File: src/design/wnpgs_pkg.sv
`default_nettype none
package wnpgs_pkg;
   localparam int MaxGrid = 32;
   localparam int SitesPerCell = 8;
   localparam int CellBits = $clog2(MaxGrid);
   localparam int SlotBits = $clog2(SitesPerCell);
   localparam int NCells = MaxGrid * MaxGrid;
   localparam int NSites = NCells * SitesPerCell;
   localparam int CellAddrBits = 2 * CellBits;
   localparam int SiteAddrBits = CellAddrBits + SlotBits;

   localparam logic [1:0] OP_WRITE_SITE = 2'd0;
   localparam logic [1:0] OP_SET_COUNT = 2'd1;
   localparam logic [1:0] OP_QUERY = 2'd2;

   localparam logic [5:0] GRID_RESET = 6'd32;

   typedef struct packed {
      logic [1:0] opcode;
      logic [4:0] cell_x;
      logic [4:0] cell_y;
      logic [2:0] slot;
      logic [3:0] site_count;
      logic [15:0] pos_x;
      logic [15:0] pos_y;
      logic [3:0] pos_z;
      logic [15:0] site_weight;
      logic signed [15:0] site_tree;
      logic [3:0] query_layer;
   } req_type;

   typedef struct packed {
      logic found;
      logic [4:0] best_cell_x;
      logic [4:0] best_cell_y;
      logic [2:0] best_slot;
      logic [15:0] best_weight;
      logic signed [15:0] best_tree;
      logic [3:0] result_layer;
   } rsp_type;

   typedef struct packed {
      logic load;
      logic write_site;
      logic write_count;
      logic next_cell;
      logic read_count;
      logic issue;
      logic finish;
      logic clear;
   } cmd_type;

   typedef struct packed {
      logic is_query;
      logic cell_valid;
      logic cell_last;
      logic slot_last;
      logic drained;
      logic clear_last;
   } sts_type;
endpackage
`default_nettype wire

File: src/design/wnpgs_control.sv
`default_nettype none
module wnpgs_control
   import wnpgs_pkg::*;
(
   input wire logic clock,
   input wire logic reset,
   input wire logic start,
   input wire logic [1:0] opcode,
   input wire sts_type sts,
   output cmd_type cmd,
   output logic busy,
   output logic rsp_valid
);
   localparam logic [2:0] S_IDLE = 3'd0;
   localparam logic [2:0] S_CELL = 3'd1;
   localparam logic [2:0] S_COUNT = 3'd2;
   localparam logic [2:0] S_SCAN = 3'd3;
   localparam logic [2:0] S_DRAIN = 3'd4;
   localparam logic [2:0] S_DONE = 3'd5;
   localparam logic [2:0] S_CLEAR = 3'd6;

   logic [2:0] state_ff, state_in;
   logic go;

   assign go = start && (state_ff == S_IDLE);
   assign busy = (state_ff != S_IDLE);
   assign rsp_valid = (state_ff == S_DONE);

   always_comb begin
      cmd = '0;
      state_in = state_ff;
      cmd.load = go;
      cmd.write_site = go && (opcode == OP_WRITE_SITE);
      cmd.write_count = go && (opcode == OP_SET_COUNT);
      unique case (state_ff)
         S_CLEAR: begin
            cmd.clear = 1'b1;
            if (sts.clear_last) begin
               state_in = S_IDLE;
            end
         end
         S_IDLE: begin
            if (go && (opcode == OP_QUERY)) begin
               state_in = S_CELL;
            end
         end
         S_CELL: begin
            if (sts.cell_last) begin
               state_in = S_DRAIN;
            end else begin
               cmd.next_cell = 1'b1;
               state_in = S_COUNT;
            end
         end
         S_COUNT: begin
            cmd.read_count = 1'b1;
            state_in = S_SCAN;
         end
         S_SCAN: begin
            if (sts.slot_last) begin
               state_in = S_CELL;
            end else begin
               cmd.issue = 1'b1;
            end
         end
         S_DRAIN: begin
            if (sts.drained) begin
               state_in = S_DONE;
            end
         end
         S_DONE: begin
            cmd.finish = 1'b1;
            state_in = S_IDLE;
         end
         default: begin
            state_in = S_IDLE;
         end
      endcase
   end

   always_ff @(posedge clock) begin
      if (reset) begin
         state_ff <= S_CLEAR;
      end else begin
         state_ff <= state_in;
      end
   end
endmodule
`default_nettype wire

File: config.mk
export PLATFORM = sky130hd
export DESIGN_NAME = wnpgs_control
export DESIGN_NICKNAME = d
export VERILOG_FILES = /design/src/design/wnpgs_pkg.sv /design/src/design/wnpgs_control.sv
export SDC_FILE = /design/constraint.sdc
export NUM_CORES = 1
export LEC_CHECK = 0
export BUFFER_PORTS_ARGS = -buffer_cell sky130_fd_sc_hd__buf_2
export CORE_AREA = 2 2 39 41
export DETAILED_ROUTE_END_ITERATION = 10
export DIE_AREA = 0 0 41 43
export PLACE_DENSITY = 0.48
export SKIP_LAST_GASP = 1
export SLEW_MARGIN = 10
export SYNTH_ARGS = -nofsm -noshare
export SYNTH_HDL_FRONTEND = slang
export SYNTH_SLANG_ARGS = --single-unit
File: constraint.sdc
create_clock -name clock -period 1.1 [get_ports clock]
set_input_delay 0.11 -clock clock [delete_from_list [all_inputs] [get_ports clock]]
set_output_delay 0.11 -clock clock [all_outputs]
set_load 0.005 [all_outputs]
==> metrics.cfg <==
[run_status]
status=finished, violations left
violations=setup timing

[worst_setup_path]
path_cells=nor3_4, nand2_2, nor3b_2, buf_2
worst-r2r-cell-count=3
critPathSlowestCell=dfxtp_2
cp-end-kind=output port
criticalPathCategory=flop to output port
cp.required_ns=0.99
cp_top_family=simple AND/OR/NAND/NOR gates
r2r_start=state_ff[2]$_SDFFE_PP1P_
path_max_fanout=3
crit_start=state_ff[1]$_SDFFE_PP1P_
crit_path_max_incr_delay_ns=0.34
reg2reg_slack_ns=-0.03
crit_arrival_ns=1.15
critPathBufInv=1
cp-start-kind=flop
reg2reg_to=state_ff[0]$_SDFFE_PP0P_

[cts]
cts_buffers=3
cts_max_path_buffers=2
cts_tree=built
htreeDepth=1
insertion_delay_ns=0.23
clock-sinks=3
holdBufCountCts=0
root_buffer=clkbuf_4
clk_pin_slew_ns=0.04

[timing]
clock.fmax_ghz=0.7929
max-slew-margin-rel=0.8311
period_minus_slack_ns=1.261
tightestPinTransition_ns=0.2528
finalCritPeriodShare=1.147
slew_violations=0
rsz0062_at_grt=true
hold_viol=0
setup_viol=11
skew_ns=0.003999
setup_slack_ns=-0.1612

[synth]
post-synth-top-count-cell=nand2_1
synth_seq_cells=3
yosysTopAreaCellShare=0.2513
synth_commonest_cells=4 x nand2_1, 3 x dfxtp_1, 3 x nor2_1
yosys-top-cells-area=dfxtp_1 25%, and3b_1 7.3%, buf_4 6.3%
syn-num-nets=43
async_flop_share=0
synth_edf_count=0
syn_area_um2=239.0
ys_types=18
synth_largest_area_cell=dfxtp_1
yosysWarnings=0
syn_avg_cell_area_um2=7.468
ys_seq_area_frac=0.2513
synth_flop_cell=dfxtp_1
syn_inst=32

[power_and_ir_drop]
vdd_drop_max_mv=0.3107
power_density_mw_per_mm2=1105
power.leakage_nw=0.2443

[global_route]
overflow=0
grt_max_degree=9
grt_pass1_vias=300
antenna_found_initial=0
grt_util_all_layers=0.1002
grt_pass1_wl_um=1186

[layout]
stdcell_area_um2=483.0
multi_input_area_um2=186.4
top_regs=state_ff x3
drive_gt1_frac=0.7333
largest_reg_flops=3
antenna_cells=0
register_area_um2=66.31
nets=72
largest_register=state_ff
n_fill_cell=151
area_growth_pct=102.1

[worst_hold_path]
hp-class=primary input to flop
holdPathEnd=state_ff[0]$_SDFFE_PP0P_
min_from=reset
whs_path_depth=2

[placement]
dp_worst_setup_slack_ns=-0.06755
hpwl_um=500.5
gp_congestion=0.6769
portBuffers=18
place_area_um2=362.8

[drt]
routedWlPerCell_um=9.776
ant_nets=0
drc=0
avgViaCountPerCell=4.368
num_vias=332
drt_first_pass_iters=4
drtIter0Drc=6
wl_um=743

[floorplan]
ios=21
die-height_um=43
start_util=0.1727
die_w_um=41
core_mm2=0.001384
core.rowCount=14
die_area_mm2=0.001763

[job]
cap_violations=0

[routing by layer]
metal	vias to the layer above	global-route usage	share of wire
li1	166	-	-
met2	15	0.1375	0.50
met4	0	0.08000	0
met3	0	0.01571	0.085
met1	151	0.1310	0.42
met5	-	0	0
[how the worst max path moves through the flow]
stage	end	cells past startpoint
floorplan	state_ff[0]$_SDFFE_PP0P_	3
global placement	cmd[5]	4
detailed placement	cmd[5]	4
CTS	cmd[5]	4
global route	cmd[5]	4
finish	cmd[5]	4
[logic make-up after synthesis]
logic type      synth area share
buf+inv                   0.1623
simple gates              0.4293
compound gates            0.1100
flops                     0.2513
mux                      0.04712
[cell usage in the layout (no fill, tap or decap), types with 2 or more instances in the layout]
cell type  netlist  layout
buf_6            1       3
nand2_1          4       3
buf_2            1      18
and3b_1          2       2
dfxtp_2          0       2
nor3b_2          0       2
a21oi_1          2       2
o21ai_0          2       2
buf_4            2       7
nor2_1           3       3
clkbuf_4         0       3
[stage by stage]
stage	hold WS (ns)	power, W	std cells	TNS [ns]	utilization
global placement	0.3067	0.0002754	68	-0.07078	0.2622
global route	0.07412	0.0005702	76	-1.721	0.3490
floorplan	0.1794	0.0002132	32	0	-
finish	0.06085	0.0005336	76	-1.058	0.3490
CTS	0.05983	0.0005169	75	-1.175	0.3237
detailed placement	0.3117	0.0002758	68	-0.08381	0.2622
[power by group]
part | switching, W | internal [W] | total [W]
logic | 0.0000699 | 0.000114 | 0.000184
registers | 0.0000259 | 0.000126 | 0.000152
clock network | 0.0000615 | 0.000136 | 0.000198
total | 0.000157 | 0.000376 | 0.000534
[repair_timing]
action	4_1_cts	5_1_grt
setup endpoints to repair	10	11
gates resized for setup	11	6
pin swaps	4	3
buffers inserted	29	1
[cell type report]
class / instances / area share
clock buffer: 4 / 0.05440
inverter: 2 / 0.01554
multi-input combinational: 23 / 0.3860
sequential: 3 / 0.1373
tap: 16 / 0.04145
timing repair buffer: 28 / 0.3653
(Power assumes the default switching activity.)
